--- src/rtl/core/sbd_pkg.sv ---
// ----------------------------------------------------------------------------
// sbd_pkg
// Shared types, constants and helpers of the soft brush dab tile blend core.
// ----------------------------------------------------------------------------
package sbd_pkg;

   // Tile geometry default and channel format (U0.16, ONE = 65535)
   localparam int          TILE_EDGE_DEF = 64;
   localparam int          CH_BITS       = 16;
   localparam logic [15:0] CH_ONE        = 16'hFFFF;
   localparam logic [15:0] CH_HALF       = 16'h7FFF;
   localparam logic [14:0] MIN_RADIUS    = 15'd26;

   // Shared divider geometry: 46-bit dividend, 30-bit divisor, 16 quotient bits
   localparam int DIV_NW = 46;
   localparam int DIV_DW = 30;
   localparam int DIV_QW = 16;

   // Sequencer states
   typedef enum logic [4:0] {
      ST_CLEAR,
      ST_IDLE,
      ST_RDOUT,
      ST_DY,
      ST_DX,
      ST_CHECK,
      ST_RRGO,
      ST_RRWAIT,
      ST_FALL,
      ST_FWAIT,
      ST_OPA,
      ST_OPA2,
      ST_MA,
      ST_MB,
      ST_MC,
      ST_WR,
      ST_DONE
   } state_type;

   // Rounded divide by ONE; y already holds the half-ONE rounding term, y < 2^33
   function automatic logic [15:0] div_one(input logic [32:0] y);
      logic [16:0] q0;
      logic [17:0] r;
      logic [16:0] q;
      q0 = y[32:16];
      r  = 18'(y[15:0]) + 18'(q0);
      if (r >= 18'd131070) begin
         q = q0 + 17'd2;
      end else if (r >= 18'd65535) begin
         q = q0 + 17'd1;
      end else begin
         q = q0;
      end
      return q[15:0];
   endfunction

endpackage

--- src/rtl/core/sbd_divider.sv ---
// ----------------------------------------------------------------------------
// sbd_divider
// Restoring divider, one quotient bit per cycle. The caller guarantees that
// the quotient fits in DIV_QW bits (num < den << DIV_QW).
// ----------------------------------------------------------------------------
module sbd_divider (
   input  logic                       clock,
   input  logic                       reset,
   input  logic                       start,
   input  logic [sbd_pkg::DIV_NW-1:0] num,
   input  logic [sbd_pkg::DIV_DW-1:0] den,
   output logic                       done,
   output logic [sbd_pkg::DIV_QW-1:0] quo
);
   import sbd_pkg::*;

   localparam int CW = $clog2(DIV_QW + 1);

   logic [DIV_DW-1:0] rem_ff, rem_in;
   logic [DIV_QW-1:0] low_ff, low_in;
   logic [DIV_DW-1:0] den_ff, den_in;
   logic [CW-1:0]     cnt_ff, cnt_in;
   logic              run_ff, run_in;
   logic              done_ff, done_in;
   logic [DIV_DW:0]   trial;

   // one shift-subtract step
   always_comb begin
      rem_in  = rem_ff;
      low_in  = low_ff;
      den_in  = den_ff;
      cnt_in  = cnt_ff;
      run_in  = run_ff;
      done_in = 1'b0;
      trial   = {rem_ff, low_ff[DIV_QW-1]};
      if (start) begin
         rem_in = num[DIV_NW-1:DIV_QW];
         low_in = num[DIV_QW-1:0];
         den_in = den;
         cnt_in = CW'(DIV_QW);
         run_in = 1'b1;
      end else if (run_ff) begin
         if (trial >= {1'b0, den_ff}) begin
            rem_in = DIV_DW'(trial - {1'b0, den_ff});
            low_in = {low_ff[DIV_QW-2:0], 1'b1};
         end else begin
            rem_in = trial[DIV_DW-1:0];
            low_in = {low_ff[DIV_QW-2:0], 1'b0};
         end
         cnt_in = cnt_ff - CW'(1);
         if (cnt_ff == CW'(1)) begin
            run_in  = 1'b0;
            done_in = 1'b1;
         end
      end
   end

   always_ff @(posedge clock) begin
      if (reset) begin
         run_ff  <= 1'b0;
         done_ff <= 1'b0;
         cnt_ff  <= '0;
      end else begin
         run_ff  <= run_in;
         done_ff <= done_in;
         cnt_ff  <= cnt_in;
      end
   end

   always_ff @(posedge clock) begin
      rem_ff <= rem_in;
      low_ff <= low_in;
      den_ff <= den_in;
   end

   assign done = done_ff;
   assign quo  = low_ff;
endmodule

--- config.mk ---
export PLATFORM = sky130hd
export DESIGN_NAME = sbd_divider
export DESIGN_NICKNAME = d
export VERILOG_FILES = /design/src/rtl/core/sbd_pkg.sv /design/src/rtl/core/sbd_divider.sv
export SDC_FILE = /design/constraint.sdc
export NUM_CORES = 1
export LEC_CHECK = 0
export ABC_CLOCK_PERIOD_IN_PS = 3000
export BUFFER_PORTS_ARGS = -buffer_cell sky130_fd_sc_hd__buf_4
export CORE_ASPECT_RATIO = 0.8
export CORE_UTILIZATION = 51
export CTS_CLUSTER_SIZE = 40
export DETAILED_ROUTE_END_ITERATION = 10
export PLACE_DENSITY = 0.74
export SLEW_MARGIN = 20
export SYNTH_ARGS = -nofsm -noshare
export SYNTH_HDL_FRONTEND = slang
export SYNTH_SLANG_ARGS = --single-unit
export TNS_END_PERCENT = 30
--- constraint.sdc ---
create_clock -name clock -period 3 [get_ports clock]
set_input_delay 0.45 -clock clock [delete_from_list [all_inputs] [get_ports clock]]
set_output_delay 0.45 -clock clock [all_outputs]
set_load 0.05 [all_outputs]
Yosys cells after proc, flatten, opt, wreduce, memory -nomap -nowiden

Index checks and enable logic that the tools add are counted.

Add/subtract/negate cells: 2
$lt $le $gt $ge: 1
Equality and inequality tests: 1
Muxes and demuxes: 12
Bitwise gates (word level): 1
Reductions and logical operators: 3

Operators with widths:

| operator                                                           | number |
|---|---|
| 30-bit two-way mux                                                 | 3 |
| 16-bit two-way mux                                                 | 2 |
| 31-bit by 30-bit >= comparator with 1-bit output                   | 1 |
| 30-bit subtractor                                                  | 1 |
| 5-bit two-way mux                                                  | 2 |
| 5-bit by 1-bit == test with 1-bit output, second input constant    | 1 |
| 1-bit two-way mux                                                  | 5 |
| 5-bit by 1-bit subtractor with 5-bit output, second input constant | 1 |
| 3-bit OR reduction                                                 | 1 |
| 2-bit nonzero test                                                 | 1 |
| 2-bit OR reduction                                                 | 1 |
| 1-bit NOT                                                          | 1 |

Bits in registers: 83

Longest topological paths before layout

Depth in word-level cells: 4
Mapped depth: 13
Mapped depth without buffers: 11

Least setup slack after synthesis

Ideal clock, no wire load.

Path type: register to register
Start: reg low_ff[15], in the netlist quo[15]
End: reg rem_ff[18], data pin
Arrival: 3.008 ns
Data required time: 2.740 ns
Path slack: -0.268 ns
Stages on the path, launching flop included: 12
Path buffers: 0
Clock period less this slack: 3.268 ns
Cell sequence: edfxtp_1 -> inv_1 -> ha_1 -> fa_1 -> nor2b_1 -> o2111ai_1 -> a31oi_1 -> a31oi_2 -> o221ai_2 -> xor2_1 -> mux2_2 -> mux2_2

Word-level cells in the longest chain between the ends: 4

RTL lines:

| element                                                                                      | line                                 | text |
|---|---|---|
| from (decl)                                                                                  | sbd_divider.sv:20                    | `logic [DIV_QW-1:0] low_ff, low_in;` |
| from (signal assigned)                                                                       | sbd_divider.sv:72                    | `low_ff <= low_in;` |
| 30-bit subtractor / 31-bit by 30-bit >= comparator with 1-bit output (equally long branches) | sbd_divider.sv:44, sbd_divider.sv:43 |  |
| 30-bit two-way mux *                                                                         | sbd_divider.sv:43                    | `if (trial >= {1'b0, den_ff}) begin` |
| 30-bit two-way mux *                                                                         | sbd_divider.sv:42                    | `end else if (run_ff) begin` |
| 30-bit two-way mux *                                                                         | sbd_divider.sv:36                    | `if (start) begin` |
| named net rem_in[18]                                                                         | sbd_divider.sv:19                    | `logic [DIV_DW-1:0] rem_ff, rem_in;` |
| to (signal assigned)                                                                         | sbd_divider.sv:71                    | `rem_ff <= rem_in;` |
| to (decl)                                                                                    | sbd_divider.sv:19                    |  |

Mark *: on every way through the listed nets, which the timed path passes. The rest lies on a longest branch. The select of a mux whose other input is x is not followed.
A chain may end at the register's enable or synchronous reset.

Worst setup path in the final report

Start: reg den_ff[9]
End: reg rem_ff[24], data pin

Word-level cells in the longest chain between the ends: 4

RTL lines:

| element                                                                                      | line                                 | text |
|---|---|---|
| from (decl)                                                                                  | sbd_divider.sv:21                    | `logic [DIV_DW-1:0] den_ff, den_in;` |
| from (signal assigned)                                                                       | sbd_divider.sv:73                    | `den_ff <= den_in;` |
| 30-bit subtractor / 31-bit by 30-bit >= comparator with 1-bit output (equally long branches) | sbd_divider.sv:44, sbd_divider.sv:43 |  |
| 30-bit two-way mux *                                                                         | sbd_divider.sv:43                    |  |
| 30-bit two-way mux *                                                                         | sbd_divider.sv:42                    |  |
| 30-bit two-way mux *                                                                         | sbd_divider.sv:36                    |  |
| named net rem_in[24]                                                                         | sbd_divider.sv:19                    |  |

Marked as above.

==> flow_metrics.tcl <==
set metrics [dict create \
    clk-insertion-delay-late_ns 0.35 \
    root_buffer "clkbuf_16" \
    cp_data_arrival_time_ns 3.11 \
    wl_per_cell_um 15.7 \
    clock-sinks 83 \
    syn-cell-area_um2 5150 \
    cts_max_path_buffers 2 \
    initial_utilization 0.530 \
    synth-seq-cells 83 \
    p_clk_frac 0.192 \
    sequentialPowerShare 0.285 \
    final_cell_mix "buf_4, edfxtp_1, mux2_2" \
    drv_cap 0 \
    antenna_found_initial 0 \
    ir_worst_vdd_mv 0.447 \
    synth.area.top_cells "edfxtp_1, mux2_2, ha_1" \
    dieHeight_um 91.9 \
    p_sw_frac 0.354 \
    vias 3932 \
    path_cells "inv_2 > ha_4 > a211o_1 > a311o_1 > a31o_1 > a221oi_2 > o21ai_1 > xor2_1 > mux2_4 > mux2_2" \
    final_nets 693 \
    drt-initial-drc-count 197 \
    rsz0062_at_grt "yes" \
    worst_clock_skew_ns 0.00877 \
    cpPeakStageDelay_ns 0.41 \
    synth_seq_area_share 0.470 \
    core_region_area_um2 9730 \
    fin_ws_ns -0.00983 \
    max_freq_mhz 332 \
    cts_tree "yes" \
    cp_max_fo 3 \
    dpl.hpwl_um 7810 \
    status "complete, but fails checks" \
    drive_gt1_frac 0.447 \
    htree_num_levels 3 \
    crit_family "compound AO/OA/AOI/OAI gates" \
    n_antenna_cell 0 \
    hold_path_class "in2reg" \
    async_flop_share 0 \
    start_kind "flip-flop" \
    slew_viol_final 0 \
    totalWireLength_um 11300 \
    hold_viol 0 \
    syn_nets 557 \
    yosys_warnings 0 \
    violations "negative setup slack" \
    via_per_inst 5.45 \
    finalSetupTns_ns -0.00983 \
    grt_pass1_wl_um 17900 \
    synth_area_leader_cell "edfxtp_1" \
    gp_congestion 0.877 \
    fin_hold_ws_ns 0.276 \
    place_area_um2 6300 \
    drtAntennaViolNets 0 \
    grt_use_total 0.217 \
    setup_violations 1 \
    synthCells 445 \
    clk_pin_slew_ns 0.07 \
    synthFlopType "edfxtp_1" \
    tightestPinTransition_ns 0.694 \
    p_leak_uw 0.00290 \
    port_buffers 95 \
    numCtsBuffers 9 \
    power_density_nw_per_um2 865 \
    crit_path_end_kind "flip-flop" \
    post-route-cell-area_um2 6950 \
    pwr-share-comb 0.524 \
    switching_power_uw 2130 \
    internal_power_uw 3880 \
    setup.worst_path.class "reg2reg" \
    grt-ovfl-total 0 \
    cp.required_ns 3.10 \
    synth_top_area_frac 0.443 \
    grt_max_degree 58 \
    grt_pass1_vias 3910 \
    rows 32 \
    worst-path-buf-inv 1 \
    synth-edff-count 76 \
    timing.final.crit_period_ns 3.01 \
    drc 0 \
    die_area_um2 10500 \
    power.total_uw 6010 \
    syn_avg_cell_area_um2 11.6 \
    fp.dieW_um 114 \
    mostFrequentLayoutCell "buf_4" \
    critPathSlowestCell "a221oi_2" \
    post-route-period-util 1.00 \
    ioPinCount 96 \
    synth_cell_types 60 \
    area_growth_pct 34.8 \
    place_ws_ns -0.0101 \
    dr.pass1.iters 4 \
    relSlewSlack 0.537 \
]
==> kinds of logic (layout without fill, tap and decap cells) <==
family / after synthesis / count (layout) / share of synthesized area
simple gates: 98 / 98 / 0.0974
compound gates: 93 / 93 / 0.130
flops: 83 / 83 / 0.470
mux: 62 / 62 / 0.135
buf+inv: 49 / 190 / 0.0393
fa+ha+maj: 33 / 33 / 0.0816
xor+xnor: 27 / 27 / 0.0459
==> area by class of cell <==
type | count | area [µm²]
clock buffer | 9 | 225
clock inverter | 7 | 81.3
fill | 737 | 2780
inverter | 34 | 128
multi-input combinational | 313 | 2790
sequential | 83 | 2420
tap | 136 | 170
timing repair buffer | 140 | 1130
==> power groups by stage <==
stage                     clock network, µW  registers (µW)  logic, µW
after floorplan                           0            1750       1950
after global placement                    0            1700       2720
after detailed placement                  0            1700       2780
after CTS                              1180            1690       2810
after global routing                   1220            1730       3430
final                                  1150            1710       3140
==> Yosys cell counts, drive strengths merged (5+ instances only) <==
cell	count
edfxtp	76
mux2	58
inv	34
ha	32
nor2	26
a21oi	25
nand2	20
o21ai	15
a21o	14
xnor2	14
xor2	13
nor3	11
clkbuf	8
buf	7
dfxtp	7
nand3	7
nor2b	6
and3	5
nand4	5
o21a	5
==> per-layer routing <==
metal	part of all wire	vias up	routed length, µm	GRT usage
met4	0.015	0	174	0.0606
met2	0.47	105	5370	0.359
li1	-	1939	-	-
met5	0	-	0	0
met1	0.45	1875	5110	0.276
met3	0.060	13	677	0.0628
==> sequential cells by signal, summed over array words and instances (netlist names) <==
name	flops
den_ff	30
done	1
rem_ff	30
quo	16
run_ff	1
cnt_ff	5
==> repair_timing <==
item                                    CTS  global route
gates cloned                              0             1
hold buffers                              0             0
pin swaps                                 2            12
buffers inserted                          0            10
endpoints found under the setup margin    2            24
gates resized for setup                   2            35
==> worst paths after layout <==
kind	from	endpoint	slack [ns]	depth (start not counted)
worst max-delay path	den_ff[9]	rem_ff[24]	-0.01	10
worst min-delay path	den[28]	den_ff[28]	0.28	1
worst max register to register	den_ff[9]	rem_ff[24]	-0.01	10
worst min register to register	cnt_ff[1]	cnt_ff[1]	0.51	2
==> stage by stage <==
step | instances | util
global route | 722 | 0.714
detailed placement | 695 | 0.648
global placement | 695 | 0.648
CTS | 711 | 0.682
finish | 722 | 0.714
floorplan | 445 | -
No activity file was read; power rests on OpenSTA's default activity.
